**src/rtl/core/d2q_pkg.sv**
```systemverilog
// Shared types, widths and lattice constants for the D2Q9 TRT collision core.
// No dependencies; every other file in rtl/core refers to it by scoped names.
package d2q_pkg;

	localparam int NDIR   = 9;
	localparam int NCLASS = 3;
	localparam int Q_W    = 32;   // Q3.28 words
	localparam int TAU_W  = 31;   // unsigned Q0.31 rates
	localparam int EU_W   = 34;   // e.u, sum of two words
	localparam int SQ_W   = 38;   // floor((e.u)^2 / 2^28)
	localparam int UU_W   = 37;   // u.u, up to 2^35 when both components are at the minimum
	localparam int P_W    = 34;   // saturated polynomial
	localparam int PX_W   = 48;   // polynomial before saturation
	localparam int RW_W   = 32;   // density times weight
	localparam int EQ_W   = 38;   // equilibrium
	localparam int DS_W   = 40;   // differences before saturation
	localparam int D_W    = 33;   // saturated differences
	localparam int SUM_W  = 36;   // relaxed result before saturation
	localparam int IDX_W  = 4;
	localparam int FRAC_W = 28;

	localparam int DIR_X  [NDIR] = '{0, 1, 0, -1, 0, 1, -1, -1, 1};
	localparam int DIR_Y  [NDIR] = '{0, 0, 1, 0, -1, 1, 1, -1, -1};
	localparam int MIRROR [NDIR] = '{0, 3, 4, 1, 2, 7, 8, 5, 6};
	localparam int WCLASS [NDIR] = '{0, 1, 1, 1, 1, 2, 2, 2, 2};
	localparam logic signed [30:0] WGT_Q30 [NCLASS] = '{31'sd477218588, 31'sd119304647,
		31'sd29826162};

	localparam logic [TAU_W-1:0] INV_TAU_SYM_RST  = 31'd2083477898;
	localparam logic [TAU_W-1:0] INV_TAU_ANTI_RST = 31'd64004676;

	typedef logic signed [Q_W-1:0] q28_t;

	typedef enum logic [IDX_W-1:0] {
		REG_INV_TAU_SYM  = 4'd0,
		REG_INV_TAU_ANTI = 4'd1
	} cfg_reg_t;

	typedef struct packed {
		logic s1;
		logic s2;
		logic s3;
		logic s4;
		logic s5;
	} stage_en_t;

endpackage

```
**src/rtl/core/d2q_eq_lane.sv**
```systemverilog
// One direction lane: e.u, squared term, polynomial and equilibrium (stages 1-3).
// Depends on d2q_pkg.
module d2q_eq_lane #(
	parameter int DIR = 0
) (
	input  logic                               clk,
	input  d2q_pkg::stage_en_t                 en,
	input  d2q_pkg::q28_t                      ux,
	input  d2q_pkg::q28_t                      uy,
	input  d2q_pkg::q28_t                      f,
	input  logic signed [d2q_pkg::UU_W-1:0]    uu_s1,
	input  logic signed [d2q_pkg::RW_W-1:0]    rw_s2,
	output logic signed [d2q_pkg::EQ_W-1:0]    eq_s3,
	output d2q_pkg::q28_t                      f_s3
);

	localparam int EUW = d2q_pkg::EU_W;
	localparam int PXW = d2q_pkg::PX_W;
	localparam logic signed [PXW-1:0] P_HI = (PXW'(1) <<< (d2q_pkg::P_W - 1)) - PXW'(1);
	localparam logic signed [PXW-1:0] P_LO = -(PXW'(1) <<< (d2q_pkg::P_W - 1));
	localparam logic signed [PXW-1:0] ONE  = PXW'(1) <<< d2q_pkg::FRAC_W;

	logic signed [EUW-1:0]              ex, ey, eu;
	logic signed [2*EUW-1:0]            sq_full;
	logic signed [EUW-1:0]              eu_s1;
	logic signed [d2q_pkg::SQ_W-1:0]    sq_s1;
	d2q_pkg::q28_t                      f_s1, f_s2;
	logic signed [PXW-1:0]              px;
	logic signed [d2q_pkg::P_W-1:0]     p_s2;
	logic signed [d2q_pkg::RW_W+d2q_pkg::P_W-1:0] prod;

	always_comb begin
		ex = '0;
		ey = '0;
		if (d2q_pkg::DIR_X[DIR] == 1) ex = EUW'(ux);
		else if (d2q_pkg::DIR_X[DIR] == -1) ex = -EUW'(ux);
		if (d2q_pkg::DIR_Y[DIR] == 1) ey = EUW'(uy);
		else if (d2q_pkg::DIR_Y[DIR] == -1) ey = -EUW'(uy);
		eu = ex + ey;
		sq_full = eu * eu;
	end

	always_ff @(posedge clk) begin
		if (en.s1) begin
			eu_s1 <= eu;
			sq_s1 <= sq_full[d2q_pkg::SQ_W+d2q_pkg::FRAC_W-1:d2q_pkg::FRAC_W];
			f_s1  <= f;
		end
	end

	// P = 1 + 3 e.u + floor((9 (e.u)^2 - 3 u.u) / 2), then clamped.
	always_comb begin
		px = ONE + PXW'(3) * PXW'(eu_s1)
			+ ((PXW'(9) * PXW'(sq_s1) - PXW'(3) * PXW'(uu_s1)) >>> 1);
	end

	always_ff @(posedge clk) begin
		if (en.s2) begin
			if (px > P_HI) p_s2 <= P_HI[d2q_pkg::P_W-1:0];
			else if (px < P_LO) p_s2 <= P_LO[d2q_pkg::P_W-1:0];
			else p_s2 <= px[d2q_pkg::P_W-1:0];
			f_s2 <= f_s1;
		end
	end

	assign prod = rw_s2 * p_s2;

	always_ff @(posedge clk) begin
		if (en.s3) begin
			eq_s3 <= prod[d2q_pkg::EQ_W+d2q_pkg::FRAC_W-1:d2q_pkg::FRAC_W];
			f_s3  <= f_s2;
		end
	end

endmodule

```
**config.mk**
```make
export PLATFORM = sky130hd
export DESIGN_NAME = d2q_eq_lane
export DESIGN_NICKNAME = d
export VERILOG_FILES = /design/src/rtl/core/d2q_pkg.sv /design/src/rtl/core/d2q_eq_lane.sv
export SDC_FILE = /design/constraint.sdc
export NUM_CORES = 2
export LEC_CHECK = 0
export BUFFER_PORTS_ARGS = -buffer_cell sky130_fd_sc_hd__buf_2
export CAP_MARGIN = 20
export CORE_MARGIN = 1
export CORE_UTILIZATION = 40
export CTS_CLUSTER_SIZE = 12
export DETAILED_ROUTE_END_ITERATION = 8
export REMOVE_ABC_BUFFERS = 1
export SLEW_MARGIN = 40
export SYNTH_ARGS = -nofsm -noshare
export SYNTH_HDL_FRONTEND = slang
export SYNTH_SLANG_ARGS = --single-unit
```
**constraint.sdc**
```tcl
create_clock -name clk -period 11.4 [get_ports clk]
set_clock_uncertainty 0.15 [all_clocks]
set_input_delay 2.28 -clock clk [delete_from_list [all_inputs] [get_ports clk]]
set_output_delay 2.28 -clock clk [all_outputs]
set_load 0.03 [all_outputs]
```
==> results.toml <==
[drt]
routed.top_layer = "met5"
vias = 31380
drtAntennaViolNets = 0
wl_met3_mm = 5.697
met1_length_mm = 48.53
wl_mm = 117.9
vias_per_cell = 4.997
dr.pass1.iters = 7
drc = 32
dr_wl_met2_mm = 61.16
wire_per_inst_um = 18.78
drtIter0Drc = 1560

[setup_path]
critPathLaunchType = "input port"
cp_num_buf_inv = 9
worstSetupPathType = "input port to register"
crit_family = "adder cells"
critPathRequiredTime_ns = 11.52
reg2reg_to = "eq_s3[36]$_DFFE_PP_"
crit_arrival_ns = 10.89
r2r-start = "p_s2[10]$_SDFFCE_PN1P_"
rrSetupSlack_ns = 1.61
critPathMaxFanout = 23
cp_common_cell = "fa_1"
crit_path_end_kind = "register"
reg2regPathDepth = 30
cpPeakStageDelay_ns = 0.68
cp_slowest_cell = "a2111oi_0"

[synth]
synth_ff_type = "edfxtp_1"
ys_ff_latch = 168
synth.distinct_cells = 69
synth.avg_cell_area_sq_um = 9.911
netlist_area_sq_um = 46240
seq_area_frac_synth_pct = 10.91
syn_inst = 4666
ys_async_sr_fraction_pct = 0
synth_edf_count = 168
synth_warnings = 0

[timing]
layout_min_cycle_time_ns = 10.77
rsz0062_at_grt = "no"
fin_crit_sh_pct = 94.51
final.setup.tns_ns = 0
slew_headroom_pct = 49.39
finalMaxSlewViolations = 0
worst_pin_slew_ns = 0.7401
final-hold-violation-count = 0
fmax_mhz = 92.82
setup_viol = 0

[clock_tree]
cts_tree = "yes"
cts_root_buf = "clkbuf_16"
ctsResizeCount = 0
htreeDepth = 4
cts_sinks = 168
ctsHoldBuffers = 0
clk_pin_slew_ns = 0.08
post-cts-setup-buffer-count = 0
cts_buffer_depth = 2
cts_buffers = 17
clk_latency_ns = 0.51

[floorplan]
pin_count = 241
start_util_pct = 40.39
design.core.area_sq_um = 114500
die_w_um = 342.0
die_h_um = 342.0
rows = 124
dieArea_sq_um = 117000

[worst_hold_path]
min_path_type = "register to register"
hold_depth = 0
whs_endpoint = "f_s3[29]$_DFFE_PP_"
worst_hold_startpoint = "f_s2[29]$_DFFE_PP_"

[global_routing]
gr-total-overflow = 0
antenna_found_initial = 4
grt_pass1_wl_mm = 194.5
grt_max_degree = 67
track_usage_pct = 21.60
grt_pass1_vias = 34678

[placement]
placed_area_sq_um = 49170
io_buffers = 174
hpwl_mm = 95.12
gp_congestion = 0.8917

[job]
max_cap_violations = 0

[final_layout]
utilization_pct = 43.51
n_fill_cell = 11097
layout-drive-gt1-share_pct = 8.141
syn_to_final_growth_pct = 7.722
layout.nets = 6360
final_cell_area_sq_um = 49810
multi_input_area_sq_um = 36200
regArea_sq_um = 5045

[status]
outcome = "complete, but fails checks"
violations = "design-rule violations"
-- per-stage QoR --
stage	hold WS, ns	worst slack [ns]	std cells
floorplan	0.2503	1.372	4425
finish	0.2691	0.6259	6280
global placement	0.2504	0.06797	6240
detailed placement	0.2545	0.003864	6246
global route	0.2726	0.2281	6278
CTS	0.2662	0.5129	6277
-- cell type report --
cell class	count	share of cell area (%)
clock buffer	17	0.8540
inverter	1084	8.168
tap	1512	3.798
clock inverter	14	0.3969
timing repair buffer	310	3.971
multi-input combinational	3173	72.67
sequential	168	10.13
antenna	2	0.01005
-- cells in the final DEF, fill, tap and decap left out, types with 5 or more instances in the layout --
| cell | instances |
|---|---|
| nand4_1 | 19 |
| nor2b_1 | 15 |
| or4_1 | 5 |
| nor2_1 | 75 |
| inv_1 | 1084 |
| buf_2 | 173 |
| fa_1 | 1142 |
| o21a_1 | 12 |
| nor3_1 | 14 |
| a21o_1 | 40 |
| and2_1 | 546 |
| and4_1 | 8 |
| edfxtp_1 | 168 |
| clkbuf_16 | 17 |
| buf_6 | 7 |
| o211ai_1 | 7 |
| xnor2_1 | 58 |
| o21bai_1 | 9 |
| a21oi_2 | 30 |
| nor4_1 | 9 |
| buf_4 | 125 |
| or3_1 | 5 |
| nand2_1 | 563 |
| nand3_1 | 16 |
| a21oi_1 | 104 |
| a211oi_1 | 7 |
| a221oi_1 | 5 |
| ha_1 | 293 |
| a31oi_1 | 43 |
| xor2_1 | 27 |
| o21ai_0 | 38 |
| and3_1 | 10 |
| nand2b_1 | 18 |
-- registers in the layout, indices dropped and copies added, names as in the netlist --
name,cells
f_s2,32
f_s3,32
eq_s3,38
p_s2,34
f_s1,32
-- logic make-up after synthesis --
group	share of synthesized area [%]
adder cells (fa/ha/maj)	57.37
buffers and inverters	10.83
AND/OR/NAND/NOR	14.46
AO/OA/AOI/OAI	4.830
flip-flops	10.91
XOR/XNOR	1.610
-- worst max path at each step --
stage,slack (ns),endpoint,depth (start not counted),from
CTS,0.51,eq_s3[34]$_DFFE_PP_,29,rw_s2[7]
floorplan,1.37,eq_s3[36]$_DFFE_PP_,24,rw_s2[5]
finish,0.63,eq_s3[34]$_DFFE_PP_,29,rw_s2[7]
detailed placement,0.004,eq_s3[34]$_DFFE_PP_,29,rw_s2[7]
global placement,0.07,eq_s3[36]$_DFFE_PP_,29,rw_s2[7]
global route,0.23,eq_s3[34]$_DFFE_PP_,29,rw_s2[7]
-- cell usage after synthesis, types with 3 or more instances --
master	count	share of area (%)
a2111oi_0	5	0.095
a211oi_1	7	0.11
a21o_1	40	0.65
a21oi_1	104	1.1
a21oi_2	30	0.57
a221oi_1	5	0.095
a31oi_1	43	0.58
a41oi_1	3	0.057
and2_1	546	7.4
and3_1	10	0.14
and4_1	8	0.15
buf_2	9	0.097
buf_6	3	0.073
clkbuf_1	227	1.8
edfxtp_1	168	11
fa_1	1142	49
ha_1	293	7.9
inv_1	1084	8.8
nand2_1	563	4.6
nand2b_1	18	0.24
nand3_1	16	0.17
nand4_1	19	0.26
nor2_1	76	0.62
nor2b_1	15	0.20
nor3_1	14	0.15
nor4_1	9	0.12
o211ai_1	7	0.11
o21a_1	12	0.19
o21ai_0	38	0.41
o21ai_1	5	0.054
o21bai_1	10	0.16
or3_1	5	0.068
or4_1	5	0.081
xnor2_1	58	1.1
xor2_1	27	0.51
-- metal layers --
metal	global-route usage, %	vias up
li1	-	13975
met1	27.60	16560
met2	38.61	730
met3	2.719	113
met4	5.385	2
met5	0	-
Power is left out: the tool's default activity adds up to more than one toggle a clock period on the data nets, which glitch-free logic cannot reach.
